<file path="src/rtl/kst_pkg.sv">
// ----------------------------------------------------------------------------
// kst_pkg: shared definitions for the keyed slot table
// Table geometry, command and status codes, the sequencer states and the
// structures that pass between the controller and the slot store.
// ----------------------------------------------------------------------------
package kst_pkg;

  localparam int TABLE_SLOTS = 16;
  localparam int KEY_BITS    = 64;
  localparam int SLOT_BITS   = (TABLE_SLOTS > 1) ? $clog2(TABLE_SLOTS) : 1;
  localparam int VALUE_BITS  = 32;
  localparam int INDEX_BITS  = 4;

  typedef logic [SLOT_BITS-1:0]  slot_t;
  typedef logic [KEY_BITS-1:0]   key_t;
  typedef logic [VALUE_BITS-1:0] value_t;

  typedef enum logic [1:0] {
    CMD_INSERT = 2'd0,
    CMD_REMOVE = 2'd1,
    CMD_SEARCH = 2'd2
  } cmd_t;

  typedef enum logic [1:0] {
    ST_OK     = 2'd0,
    ST_DUP    = 2'd1,
    ST_FULL   = 2'd2,
    ST_NFOUND = 2'd3
  } status_t;

  typedef enum logic [1:0] {
    S_IDLE,
    S_SCAN,
    S_DRAIN,
    S_FINISH
  } state_t;

  // Write request from the controller to the store.
  typedef struct packed {
    logic   data_en;
    logic   busy_set;
    logic   busy_clr;
    slot_t  idx;
    key_t   key;
    value_t value;
  } kst_wr_t;

  // Registered read response from the store.
  typedef struct packed {
    logic   busy;
    key_t   key;
    value_t value;
  } kst_rd_t;

endpackage

</file>
<file path="src/rtl/keyed_slot_table.sv">
// ----------------------------------------------------------------------------
// keyed_slot_table: associative table with a linear scan
// A transaction is taken only while the block is idle: busy stays high from
// the accepting edge until done rises, and a new transaction may start in
// the cycle in which done is high. The single key comparator visits one slot
// per cycle behind the registered read port of the slot store; a drain step,
// a decide step and the registered result follow the scan.
// Reset: synchronous; every slot becomes free and the sequencer goes idle.
// The result is presented for one cycle with done high and cannot be stalled.
// ----------------------------------------------------------------------------
module keyed_slot_table (
  input  logic               clk,
  input  logic               rst,
  input  logic               start,
  output logic               busy,
  input  logic [1:0]         command,
  input  logic [63:0]        lookup_key,
  input  logic signed [31:0] new_value,
  output logic               done,
  output logic [1:0]         status,
  output logic signed [31:0] found_value,
  output logic [3:0]         slot_index
);

  // Sequencer state. The scan issues one read per cycle; the comparison for
  // a slot happens in the following cycle, once its read data has been registered.
  kst_pkg::state_t state, state_next;

  // Transaction registers, captured when the transaction is accepted.
  kst_pkg::cmd_t   cmd;
  kst_pkg::key_t   key;
  kst_pkg::value_t value;

  // Scan counter and the compare-stage tag, a registered copy of it.
  kst_pkg::slot_t  scan_idx;
  kst_pkg::slot_t  cmp_idx;
  logic            cmp_valid;

  // Results of the scan: the lowest matching busy slot and the lowest free
  // slot. Both are kept over the whole table, so a duplicate key sitting
  // beyond a free slot is still found.
  logic            match_found;
  kst_pkg::slot_t  match_idx;
  kst_pkg::value_t match_value;
  logic            free_found;
  kst_pkg::slot_t  free_idx;

  kst_pkg::kst_wr_t wr;
  kst_pkg::kst_rd_t rd;

  // Decision made in the finish cycle.
  kst_pkg::status_t res_status;
  kst_pkg::value_t  res_value;
  kst_pkg::slot_t   res_slot;

  logic accept;
  logic hit;

  localparam kst_pkg::slot_t LAST_SLOT = kst_pkg::SLOT_BITS'(kst_pkg::TABLE_SLOTS - 1);

  assign accept = start && !busy;
  assign hit    = cmp_valid && rd.busy && (rd.key == key);

  kst_store u_store (
    .clk    (clk),
    .rst    (rst),
    .wr     (wr),
    .rd_idx (scan_idx),
    .rd     (rd)
  );

  // State register.
  always_ff @(posedge clk) begin
    if (rst) begin
      state <= kst_pkg::S_IDLE;
    end else begin
      state <= state_next;
    end
  end

  // Next state, busy flag, store write and the decision taken at the end of the scan.
  always_comb begin
    state_next = state;
    busy       = 1'b1;
    res_status = kst_pkg::ST_NFOUND;
    res_value  = '0;
    res_slot   = '0;
    wr         = '0;
    wr.key     = key;
    wr.value   = value;

    unique case (state)
      kst_pkg::S_IDLE: begin
        busy = 1'b0;
        if (start) begin
          state_next = kst_pkg::S_SCAN;
        end
      end
      kst_pkg::S_SCAN: begin
        if (scan_idx == LAST_SLOT) begin
          state_next = kst_pkg::S_DRAIN;
        end
      end
      kst_pkg::S_DRAIN: begin
        state_next = kst_pkg::S_FINISH;
      end
      kst_pkg::S_FINISH: begin
        state_next = kst_pkg::S_IDLE;
        unique case (cmd)
          kst_pkg::CMD_INSERT: begin
            if (match_found) begin
              res_status = kst_pkg::ST_DUP;
            end else if (free_found) begin
              res_status  = kst_pkg::ST_OK;
              res_slot    = free_idx;
              wr.data_en  = 1'b1;
              wr.busy_set = 1'b1;
              wr.idx      = free_idx;
            end else begin
              res_status = kst_pkg::ST_FULL;
            end
          end
          kst_pkg::CMD_REMOVE: begin
            if (match_found) begin
              res_status  = kst_pkg::ST_OK;
              res_slot    = match_idx;
              wr.busy_clr = 1'b1;
              wr.idx      = match_idx;
            end
          end
          kst_pkg::CMD_SEARCH: begin
            if (match_found) begin
              res_status = kst_pkg::ST_OK;
              res_slot   = match_idx;
              res_value  = match_value;
            end
          end
          default: begin
            // The unused command code changes nothing and reports not found.
            res_status = kst_pkg::ST_NFOUND;
          end
        endcase
      end
      default: begin
        state_next = kst_pkg::S_IDLE;
      end
    endcase
  end

  // Scan datapath.
  always_ff @(posedge clk) begin
    if (accept) begin
      cmd         <= kst_pkg::cmd_t'(command);
      key         <= lookup_key[kst_pkg::KEY_BITS-1:0];
      value       <= new_value;
      scan_idx    <= '0;
      match_found <= 1'b0;
      free_found  <= 1'b0;
    end else begin
      if (state == kst_pkg::S_SCAN && scan_idx != LAST_SLOT) begin
        scan_idx <= scan_idx + 1'b1;
      end
      if (hit && !match_found) begin
        match_found <= 1'b1;
        match_idx   <= cmp_idx;
        match_value <= rd.value;
      end
      if (cmp_valid && !rd.busy && !free_found) begin
        free_found <= 1'b1;
        free_idx   <= cmp_idx;
      end
    end
    cmp_idx <= scan_idx;
  end

  // Compare-stage valid and the result strobe are control state.
  always_ff @(posedge clk) begin
    if (rst) begin
      cmp_valid <= 1'b0;
      done      <= 1'b0;
    end else begin
      cmp_valid <= (state == kst_pkg::S_SCAN);
      done      <= (state == kst_pkg::S_FINISH);
    end
  end

  // Result payload, registered alongside the strobe.
  always_ff @(posedge clk) begin
    if (state == kst_pkg::S_FINISH) begin
      status      <= res_status;
      found_value <= $signed(res_value);
      slot_index  <= kst_pkg::INDEX_BITS'(res_slot);
    end
  end

endmodule

</file>
<file path="src/rtl/kst_store.sv">
// ----------------------------------------------------------------------------
// kst_store: slot storage
// Key and value memories with one write and one registered read port, and
// the busy flags, which reset clears so that every slot starts free.
// ----------------------------------------------------------------------------
module kst_store (
  input  logic             clk,
  input  logic             rst,
  input  kst_pkg::kst_wr_t wr,
  input  kst_pkg::slot_t   rd_idx,
  output kst_pkg::kst_rd_t rd
);

  kst_pkg::key_t   key_mem   [kst_pkg::TABLE_SLOTS];
  kst_pkg::value_t value_mem [kst_pkg::TABLE_SLOTS];
  logic [kst_pkg::TABLE_SLOTS-1:0] slot_busy;

  // The key and value memories need no reset; only the busy flags and the
  // registered busy read are cleared.
  always_ff @(posedge clk) begin
    if (wr.data_en) begin
      key_mem[wr.idx]   <= wr.key;
      value_mem[wr.idx] <= wr.value;
    end
    rd.key   <= key_mem[rd_idx];
    rd.value <= value_mem[rd_idx];
    if (rst) begin
      slot_busy <= '0;
      rd.busy   <= 1'b0;
    end else begin
      if (wr.busy_set) begin
        slot_busy[wr.idx] <= 1'b1;
      end else if (wr.busy_clr) begin
        slot_busy[wr.idx] <= 1'b0;
      end
      rd.busy <= slot_busy[rd_idx];
    end
  end

endmodule

</file>
<file path="config.mk">
export PLATFORM = sky130hd
export DESIGN_NAME = keyed_slot_table
export DESIGN_NICKNAME = d
export VERILOG_FILES = /design/src/rtl/kst_pkg.sv /design/src/rtl/keyed_slot_table.sv /design/src/rtl/kst_store.sv
export SDC_FILE = /design/constraint.sdc
export NUM_CORES = 2
export LEC_CHECK = 0
export ABC_CLOCK_PERIOD_IN_PS = 12000
export BUFFER_PORTS_ARGS = -buffer_cell sky130_fd_sc_hd__buf_2
export CORE_MARGIN = 2
export CORE_UTILIZATION = 31
export DETAILED_ROUTE_END_ITERATION = 8
export GPL_ROUTABILITY_DRIVEN = 1
export PLACE_DENSITY_LB_ADDON = 0.25
export SLEW_MARGIN = 20
export SYNTH_ARGS = -nofsm -noshare
export SYNTH_HDL_FRONTEND = slang
export SYNTH_SLANG_ARGS = --single-unit
export TNS_END_PERCENT = 10
</file>
<file path="constraint.sdc">
create_clock -name clk -period 12 [get_ports clk]
set_input_delay 1.2 -clock clk [delete_from_list [all_inputs] [get_ports clk]]
set_output_delay 1.2 -clock clk [all_outputs]
set_load 0.1 [all_outputs]
</file>
==> results.json <==
{
  "status": "finished clean",
  "synth_top_flop_cell": "edfxtp_1",
  "drt-total-wl_um": 162000,
  "clockBufferDepth": 3,
  "cts_sinks": 1839,
  "tightest_slew_ns": 1.00,
  "fin_crit_sh_pct": 34.9,
  "grt_pass1_wl_um": 234000,
  "cts_hold_buf": 0,
  "grt_pass1_vias": 31100,
  "crit_path_top_delay_cell": "buf_4",
  "syn_avg_cell_area_um2": 24.5,
  "synth_top_cell_by_area": "edfxtp_1",
  "area_growth_pct": 15.5,
  "grtUsageTotal_pct": 14.6,
  "setup_slack_ns": 7.82,
  "yosys.area_share.simple_pct": 0.929,
  "post-place-ws_ns": 7.76,
  "synth_warnings": 0,
  "rows": 171,
  "io_pins": 141,
  "overflow": 0,
  "fp.dieW_um": 470,
  "die-area_mm2": 0.221,
  "routed_via_density": 4.87,
  "comb_power_share_pct": 14.6,
  "syn_area_mm2": 0.0673,
  "ys_types": 45,
  "synthesis.nets": 2853,
  "firstDrtPassIters": 5,
  "wl_met1_um": 74400,
  "fillCellCount": 19800,
  "design_area_mm2": 0.0777,
  "stdcell_count": 6032,
  "coreArea_mm2": 0.217,
  "ir_worst_vdd_mv": 0.148,
  "cts-htree-levels": 4,
  "num_vias": 29400,
  "wl_per_cell_um": 26.9,
  "synth_compound_area_share_pct": 0.758,
  "layout_min_cycle_time_ns": 4.18,
  "drc": 0,
  "synth-seq-cells": 1839,
  "root_buffer": "clkbuf_16",
  "p_total_mw": 16.3,
  "p_per_area_mw_per_mm2": 210,
  "leakage_nw": 23.8,
  "clk_pin_slew_worst_paths_ns": 0.06,
  "grt_start_max_net_pins": 115,
  "drt-initial-drc-count": 2761,
  "place_area_mm2": 0.0715,
  "synthArstFlopShare_pct": 0,
  "synth_xor_area_share_pct": 0.572,
  "dieHeight_um": 470,
  "required_ns": 12.42,
  "multi_input_comb_area_mm2": 0.0126,
  "synth_area_leaders": "edfxtp_1, mux4_2, dfxtp_1",
  "finalHoldViolCount": 0,
  "crit_fanout": 50,
  "ant_nets": 0,
  "wl_met2_um": 77800,
  "yosysSeqAreaShare_pct": 80.1,
  "cts_tree": "done",
  "crit_type": "register to register",
  "critPathCaptureType": "register",
  "gp_congestion": 0.749,
  "regArea_mm2": 0.0540,
  "p_int_mw": 12.1,
  "arrival_ns": 4.60,
  "cpPeakStageDelay_ns": 0.86,
  "antenna_found_initial": 5,
  "synth_top_family_by_area": "multiplexers",
  "p_sw_share_pct": 25.8,
  "max_cap_violations": 0,
  "start_util_pct": 31.1,
  "synth-edff-count": 1712,
  "worstSkewPairLatency_ns": 0.82,
  "highest_layer": "met4",
  "port-buffer-count": 140,
  "syn_inst": 2742,
  "synth_adder_area_share_pct": 0.186,
  "fmax_mhz": 239,
  "worstPathCellList": "ha_2 -> buf_4 -> o21a_1 -> nand2_1 -> nor3_1 -> nand2_1 -> inv_6 -> buf_4",
  "hpwl_um": 87000,
  "p_seq_share_pct": 49.5,
  "fin_skew_ns": 0.0364,
  "route.met3.wl_um": 6950,
  "startpoint_type": "register",
  "placed_cells": 5666,
  "p_clk_share_pct": 35.9,
  "yosysTopAreaCellShare_pct": 76.4,
  "drive_gt1_share_pct": 30.9,
  "finalSetupViolations": 0,
  "rsz0062_at_grt": "false",
  "post_cts_resize_count": 0,
  "maxSlewViolCount": 0,
  "slew_headroom_pct": 33.1,
  "p_switching_mw": 4.21,
  "muxShareOfSynthArea_pct": 16.3,
  "post_cts_buffers": 0,
  "cts_buffers": 194,
  "finalSetupTns_ns": 0,
  "fin_nets": 3119,
  "hp-class": "register to register"
}
-- metrics by stage --
stage               hold WS (ns)  util (%)
floorplan                  0.329         -
global placement           0.390      33.0
detailed placement         0.389      33.0
CTS                        0.390      35.9
global route               0.412      35.9
finish                     0.391      35.9
-- state kept, by name (all words and copies together), names as in the netlist, 2 cells and up, named ones only --
signal / count
u_store.key_mem: 1024
u_store.value_mem: 512
u_store.rd: 97
key: 64
found_value: 32
match_value: 32
value: 32
cmp_idx: 4
free_idx: 4
match_idx: 4
scan_idx: 4
slot_index: 4
cmd: 2
state: 2
status: 2
-- logic make-up after synthesis --
group | count (synthesis)
XOR/XNOR | 44
flip-flops | 1839
buffers and inverters | 169
adder cells (fa/ha/maj) | 10
AO/OA/AOI/OAI | 77
multiplexers | 487
AND/OR/NAND/NOR | 116
-- final timing paths --
kind | from | cells after the start | end | slack (ns)
worst max-delay path | state[0] | 8 | u_store.key_mem[4][44] | 7.82
worst min-delay path | u_store.rd[26] | 0 | match_value[26] | 0.39
worst max register to register | state[0] | 8 | u_store.key_mem[4][44] | 7.82
worst min register to register | u_store.rd[26] | 0 | match_value[26] | 0.39
-- routing by layer --
metal / track usage [%] / up-vias
li1: - / 12300
met1: 21.0 / 16200
met2: 23.4 / 763
met5: 0 / -
met4: 3.47 / 0
met3: 2.27 / 201
-- synthesized netlist by cell type (4+ instances only) --
master    count
nor2b_1       5
xnor2_1      37
clkbuf_1     66
mux4_2      485
edfxtp_1   1712
o21ai_1      13
nor2_1       12
buf_1         9
ha_1         10
xor2_1        7
nand2b_1      6
and3_1       33
a21oi_1      21
dfxtp_1     127
nand4_1      11
nand2_1      23
inv_1        46
a32oi_1       8
nand3_1       7
o22ai_1       6
nor3_1        9
buf_2        33
a32o_1        4
buf_6        13
nor4_1        7
o21ai_0       5
-- power groups by stage --
stage / Combinational, mW / Sequential, mW / Clock (mW)
2_1_floorplan: 1.74 / 8.01 / 0
3_3_place_gp: 2.46 / 8.22 / 0
3_5_place_dp: 2.46 / 8.23 / 0
4_1_cts: 2.46 / 8.10 / 6.00
5_1_grt: 2.55 / 8.15 / 6.24
6_report: 2.38 / 8.08 / 5.85
-- cell usage in the layout, fill, tap and decap left out, drive strengths merged, types with 10 or more instances in the layout --
master,count
inv,56
ha,10
a21oi,21
mux4,485
clkbuf,271
xnor2,37
bufinv,11
edfxtp,1712
dfxtp,127
o21ai,18
and3,33
nand2,23
buf,191
nor2,12
clkinv,66
nand4,11
-- area by class of cell --
cell class / instances / area share, %
Tap cell: 2854 / 4.59
Antenna cell: 1 / 0.00322
Clock inverter: 94 / 1.06
Timing Repair Buffer: 191 / 1.43
Clock buffer: 271 / 6.94
Inverter: 48 / 0.341
Sequential cell: 1839 / 69.4
Multi-Input combinational cell: 734 / 16.2
-- worst max-delay path, delay by kind of cell, from the launching register on --
kind            cells  cell delay, ns
compound gates      1            0.28
fa+ha+maj           1            0.18
buf+inv             3            1.89
flops               1            0.38
simple gates        3            0.92
Power figures use the tool's default switching activity.
